==> config.mk <==
export PLATFORM = sky130hd
export DESIGN_NAME = vlerb_ctrl
export DESIGN_NICKNAME = d
export VERILOG_FILES = /design/src/vlerb_pkg.sv /design/src/vlerb_ctrl.sv
export SDC_FILE = /design/constraint.sdc
export NUM_CORES = 1
export LEC_CHECK = 0
export ABC_AREA = 1
export ABC_CLOCK_PERIOD_IN_PS = 1300
export BUFFER_PORTS_ARGS = -buffer_cell sky130_fd_sc_hd__buf_2
export CORE_AREA = 2 2 39 41
export CTS_CLUSTER_SIZE = 40
export DETAILED_ROUTE_END_ITERATION = 7
export DIE_AREA = 0 0 41 43
export PLACE_DENSITY = 0.5
export SLEW_MARGIN = 20
export SYNTH_ARGS = -nofsm -noshare
export SYNTH_HDL_FRONTEND = slang
export SYNTH_SLANG_ARGS = --single-unit
==> constraint.sdc <==
create_clock -name clk -period 1.3 [get_ports clk]
set_input_delay 0.065 -clock clk [delete_from_list [all_inputs] [get_ports clk]]
set_output_delay 0.065 -clock clk [all_outputs]
set_load 0.02 [all_outputs]
==> src/vlerb_pkg.sv <==
// Shared constants, codes and controller/datapath handshake types for the event ring buffer.
package vlerb_pkg;

  localparam int BUFFER_WORDS_DEF    = 256;
  localparam int MAX_EVENT_WORDS_DEF = 16;
  localparam int WORD_BYTES          = 4;
  localparam int LANE_W              = $clog2(WORD_BYTES);
  localparam int DATA_W              = 32;
  localparam int BYTES_W             = 7;
  localparam int STATUS_W            = 4;
  localparam int CMD_W               = 2;
  localparam int CFG_IDX_W           = 2;

  localparam logic [CMD_W-1:0] CMD_BEGIN = 2'd0;
  localparam logic [CMD_W-1:0] CMD_DATA  = 2'd1;
  localparam logic [CMD_W-1:0] CMD_DRAIN = 2'd2;
  localparam logic [CMD_W-1:0] CMD_TICK  = 2'd3;

  localparam logic [STATUS_W-1:0] ST_RESERVED     = 4'd0;
  localparam logic [STATUS_W-1:0] ST_DROPPED      = 4'd1;
  localparam logic [STATUS_W-1:0] ST_FULL_RETRY   = 4'd2;
  localparam logic [STATUS_W-1:0] ST_TOO_LARGE    = 4'd3;
  localparam logic [STATUS_W-1:0] ST_WORD_STORED  = 4'd4;
  localparam logic [STATUS_W-1:0] ST_NO_OPEN      = 4'd5;
  localparam logic [STATUS_W-1:0] ST_EVENT_WORD   = 4'd6;
  localparam logic [STATUS_W-1:0] ST_BUFFER_EMPTY = 4'd7;
  localparam logic [STATUS_W-1:0] ST_TICK_DONE    = 4'd8;
  localparam logic [STATUS_W-1:0] ST_ALREADY_OPEN = 4'd9;

  localparam logic [CFG_IDX_W-1:0] CFG_MAX_EVENT_BYTES = 2'd0;
  localparam logic [CFG_IDX_W-1:0] CFG_FLUSH_PERIOD    = 2'd1;
  localparam logic [CFG_IDX_W-1:0] CFG_FLUSH_PADDING   = 2'd2;

  localparam logic [BYTES_W-1:0] MAX_EVENT_BYTES_RST = 7'd64;
  localparam logic [31:0]        FLUSH_PERIOD_RST    = 32'd1000;
  localparam logic [31:0]        FLUSH_PADDING_RST   = 32'd50;

  typedef struct packed {
    logic clear_wr;
    logic capture;
    logic exec;
    logic hdr_wr;
    logic hdr_rd;
    logic drain_empty;
    logic drain_start;
    logic word_rd;
    logic word_emit;
  } ctrl_cmd_t;

  typedef struct packed {
    logic             clear_done;
    logic [CMD_W-1:0] item_cmd;
    logic             data_open;
    logic             need_hdr;
    logic             hdr_zero;
    logic             drain_last;
    logic             out_free;
  } dp_stat_t;

endpackage

==> src/vlerb_ctrl.sv <==
// Controller state machine that sequences clearing, command execution and event drain.
module vlerb_ctrl (
  input  logic                  clk,
  input  logic                  rst_n,
  input  logic                  in_valid,
  output logic                  in_ready,
  input  vlerb_pkg::dp_stat_t   stat,
  output vlerb_pkg::ctrl_cmd_t  cmd
);

  localparam logic [2:0] S_CLEAR = 3'd0;
  localparam logic [2:0] S_IDLE  = 3'd1;
  localparam logic [2:0] S_EXEC  = 3'd2;
  localparam logic [2:0] S_HDR   = 3'd3;
  localparam logic [2:0] S_CHK   = 3'd4;
  localparam logic [2:0] S_RDW   = 3'd5;
  localparam logic [2:0] S_EMIT  = 3'd6;

  logic [2:0] state_r, state_nxt;

  always_ff @(posedge clk) begin
    if (!rst_n) begin
      state_r <= S_CLEAR;
    end else begin
      state_r <= state_nxt;
    end
  end

  always_comb begin
    state_nxt = state_r;
    cmd       = '0;
    in_ready  = 1'b0;
    case (state_r)
      S_CLEAR: begin
        cmd.clear_wr = 1'b1;
        if (stat.clear_done) state_nxt = S_IDLE;
      end
      S_IDLE: begin
        in_ready = 1'b1;
        if (in_valid) begin
          cmd.capture = 1'b1;
          state_nxt   = S_EXEC;
        end
      end
      S_EXEC: begin
        if (stat.item_cmd == vlerb_pkg::CMD_DRAIN) begin
          cmd.hdr_rd = 1'b1;
          state_nxt  = S_CHK;
        end else if (stat.out_free) begin
          cmd.exec = 1'b1;
          // The last data word of an event still owes the header write.
          if (stat.item_cmd == vlerb_pkg::CMD_DATA && stat.data_open && stat.need_hdr)
            state_nxt = S_HDR;
          else
            state_nxt = S_IDLE;
        end
      end
      S_HDR: begin
        cmd.hdr_wr = 1'b1;
        state_nxt  = S_IDLE;
      end
      S_CHK: begin
        if (stat.hdr_zero) begin
          if (stat.out_free) begin
            cmd.drain_empty = 1'b1;
            state_nxt       = S_IDLE;
          end
        end else begin
          cmd.drain_start = 1'b1;
          state_nxt       = S_RDW;
        end
      end
      S_RDW: begin
        cmd.word_rd = 1'b1;
        state_nxt   = S_EMIT;
      end
      S_EMIT: begin
        if (stat.out_free) begin
          cmd.word_emit = 1'b1;
          state_nxt     = stat.drain_last ? S_IDLE : S_RDW;
        end
      end
      default: begin
        state_nxt = S_CLEAR;
      end
    endcase
  end

endmodule

# After elaboration in Yosys (flattened, before gate mapping)
# Cells that the tools add are included.
[totals]
register_bits = 3
inputBits = 11
elab_cells = 43
output_inout_bits = 10
[classes]
mux = 25
reduce_logical = 4
eq_ne = 13
[ops]
columns = ["operator", "n"]
rows = [
  ["$mux W3", 8],
  ["$pmux W3 S7", 1],
  ["$mux W1", 14],
  ["$eq A3 B3 Y1 const B", 3],
  ["$eq A3 B2 Y1 const B", 2],
  ["$ne A2 B2 Y1 const B", 3],
  ["$ne A3 B3 Y1 const B", 2],
  ["$reduce_and A5 Y1", 1],
  ["$mux W2", 2],
  ["$eq A3 B1 Y1 const B", 1],
  ["$logic_not A3 Y1", 1],
  ["$eq A2 B1 Y1 const B", 1],
  ["$eq A2 B2 Y1 const B", 1],
  ["$logic_and A1 B1 Y1", 2],
]

# Logic depth before layout (Yosys ltp)
[depth]
ltp_word = 7
mapped_depth = 8

# Worst setup path before layout
# No wires, ideal clock.
[synth_timing]
path_type = "register to register"
from = "reg state_r[2]"
to = "reg state_r[1]"
period_less_slack_ns = 1.114
path_buffers = 1
path_slack_ns = 0.186
setup_time_ns = 0.115
path_stages_with_launch = 8
t_required_ns = 1.185
t_arrival_ns = 0.999
path_cell_list = "dfxtp_1 buf_2 inv_1 nand2_1 o21ai_1 inv_2 a21oi_1 nor2_1"
[synth_via]
elab_chain_len = 3
elab_cells_between_ends = 14
cone_classes = "eq/ne: 11; mux: 1; reduce/logical: 2"
[synth_rtl]
columns = ["item", "line", "rtl"]
rows = [
  ["start: declaration", "vlerb_ctrl.sv:19", "logic [2:0] state_r, state_nxt;"],
  ["start signal: assignment", "vlerb_ctrl.sv:25", "state_r <= state_nxt;"],
  ["$eq A3 B2 Y1, or another cell as far along", "vlerb_ctrl.sv:33", "case (state_r)"],
  ["$ne A3 B3 Y1 (no source line) or $ne A2 B2 Y1 (tied branches)", "n/a", ""],
  ["$reduce_and A5 Y1 (no source line)", "n/a", ""],
]
# Parallel ways exist; a longest one is shown, timed or not.
# A chain may end at the register's enable or synchronous reset.

==> results.py <==
metrics = {
    "clock_tree": {
        "ctsResizeCount": 4,
        "cts_buffer_depth": 2,
        "cts-root-buf": "clkbuf_4",
        "insertion_delay_ps": 240,
        "cts_hold_buf": 0,
        "clk_pin_slew_ps": 40,
        "cts_tree": "built",
        "numCtsBuffers": 3,
        "cts.sinks": 3,
        "htree_levels": 1,
        "post_cts_buffers": 0,
    },
    "synthesis": {
        "synth_top_area_cell": "dfxtp_1",
        "synth_top_area_share_pct": 17.4,
        "synthTopCellsByArea": "dfxtp_1 17%, nand3_1 13%, inv_1 13%",
        "ys_ff_latch": 3,
        "syn_inst": 65,
        "yosysSeqAreaShare_pct": 17.4,
        "postSynthAreaPerCell_um2": 5.31,
        "syn_nets": 76,
        "yosysWarnings": 0,
        "syn-cell-area_um2": 345,
        "synth.distinct_cells": 17,
    },
    "final_layout": {
        "fillers": 168,
        "largest_reg_flops": 3,
        "fin_nets": 103,
        "max_flop_register": "state_r",
        "syn_to_final_growth_pct": 55.1,
        "n_antenna_cell": 0,
        "post_route_cells_drive_above_1_share_pct": 41.8,
        "largest_registers": "state_r x3",
    },
    "sta": {
        "worst-slew-pin-transition_ps": 182,
        "relSlewSlack_pct": 87.9,
        "fmax_mhz": 812,
        "tns_ps": 0,
        "setup_viol": 0,
        "finalClockSkew_ps": 0.0574,
        "rsz0062_at_grt": "true",
        "period_minus_slack_ps": 1230,
        "hold_viol": 0,
        "finalCritPeriodShare_pct": 94.7,
        "maxSlewViolCount": 0,
        "worst_slack_ps": 69.0,
    },
    "floorplan": {
        "dieArea_um2": 1760,
        "die_w_um": 41,
        "rows": 14,
        "initial_core_util_pct": 25.0,
        "dieHeight_um": 43,
        "ios": 21,
        "core-area_um2": 1380,
    },
    "setup_path": {
        "cp-start-kind": "register",
        "path_delay_family": "flip-flops",
        "r2r-end": "state_r[2]",
        "path_buf_inv": 3,
        "end_kind": "output pin",
        "slowest_stage": "dfxtp_4",
        "critPathArrivalTime_ps": 1170,
        "r2r_start": "state_r[1]",
        "endpoint": "cmd[4]",
        "path_cells": "inv_2 -> nor2_4 -> nand3_1 -> inv_1 -> buf_2",
        "crit_required_ps": 1240,
        "path_class": "reg -> out",
        "rrSetupSlack_ps": 160,
        "cp.depth": 5,
        "crit_fanout": 7,
        "max_stage_delay_ps": 390,
        "worstSetupStartpoint": "state_r[1]",
        "rr_worst_depth": 7,
    },
    "placement": {
        "port-buffer-count": 20,
        "dp_hpwl_um": 801,
        "gp_congestion": 0.849,
        "place_ws_ps": 72.9,
    },
    "pwr": {
        "power_density_nw_per_um2": 2080,
        "finalPower_mw": 1.11,
        "ir_drop_v": 0.000824,
        "leakagePower_nw": 0.335,
    },
    "routing": {
        "vias": 471,
        "dr_wl_met2_um": 413,
        "wl_met3_um": 77,
        "highest_layer": "met4",
        "avgRoutedWirePerCell_um": 8.72,
        "drt_wl_total_um": 933,
        "antenna_left": 0,
        "drt_iter0_drc": 5,
        "vias_per_cell": 4.40,
        "drt-met1-wl_um": 434,
        "firstDrtPassIters": 3,
        "drcViolationCount": 0,
    },
    "global_routing": {
        "grt_pass1_wl_um": 1450,
        "antenna_found_initial": 0,
        "grt_pass1_vias": 359,
        "grt_start_max_net_pins": 9,
        "track_usage_pct": 11.9,
        "overflow": 0,
    },
    "min_path": {
        "holdCritPathClass": "in -> reg",
    },
    "run_status": {
        "status": "completed",
    },
    "flow_run": {
        "maxCapViolCount": 0,
    },
}
logic make-up (layout without fill, tap and decap cells):
family | after synthesis | in the layout | share of synthesized area (%)
AND/OR/NAND/NOR | 40 | 40 | 56.2
buffers and inverters | 16 | 42 | 17.8
AO/OA/AOI/OAI | 6 | 6 | 8.69
flip-flops | 3 | 3 | 17.4
power breakdown:
part | total [mW] | leakage [nW] | internal (mW) | switching [mW]
registers | 0.239 | 0.0264 | 0.153 | 0.0865
clock network | 0.166 | 0.0150 | 0.115 | 0.0510
logic | 0.709 | 0.294 | 0.284 | 0.426
area by class of cell:
type | count | area (um^2) | share of cell area, %
clock buffers | 4 | 26.3 | 4.91
inverters | 15 | 58.8 | 11.0
multi-input cells | 46 | 234 | 43.7
flip-flops and latches | 3 | 68.8 | 12.9
well taps | 16 | 20.0 | 3.74
repair buffers | 23 | 128 | 23.8
tightest hold or removal path: cells and delay by family:
family,cells,cell delay (ps)
buffers and inverters,1,110
and+or+nand+nor,2,90
worst min path at each step:
stage | end | cells past startpoint | startpoint
after detailed placement | state_r[2] | 3 | rst_n
after global placement | state_r[2] | 3 | rst_n
after floorplan | state_r[2] | 2 | rst_n
final | state_r[1] | 3 | rst_n
after global routing | state_r[1] | 3 | rst_n
after CTS | state_r[2] | 3 | rst_n
metal layers:
layer | GRT usage (%) | up-vias
met4 | 4.00 | 0
met1 | 16.0 | 193
li1 | - | 260
met3 | 4.71 | 2
met5 | 0 | -
met2 | 16.9 | 16
layout by cell type, fill, tap and decap left out, drive strengths merged:
| cell | n |
|---|---|
| dfxtp | 3 |
| nand4 | 3 |
| clkbuf | 4 |
| inv | 15 |
| buf | 23 |
| nor3 | 2 |
| nor2 | 14 |
| nand2 | 10 |
| nand3b | 1 |
| nand3 | 10 |
| o21ai | 4 |
| a21oi | 2 |
stage by stage:
stage               util, %  cell area (um^2)  std cells  hold slack (ps)
floorplan                 -               345         65              186
global placement       34.9               483        103              320
detailed placement     34.9               483        103              319
CTS                    37.3               515        107             59.2
global route           38.7               536        107             64.9
finish                 38.7               536        107             64.3
cell usage after synthesis:
library cell / number
nand3_2: 1
o21ai_0: 3
buf_2: 1
nor2_4: 1
inv_1: 12
dfxtp_1: 3
nor2_1: 12
nand3b_1: 1
nor2_2: 1
a21oi_1: 2
nand4_1: 3
nand2_1: 9
inv_2: 3
nand2_2: 1
nor3_1: 2
o21ai_1: 1
nand3_1: 9
(Power assumes the default switching activity.)
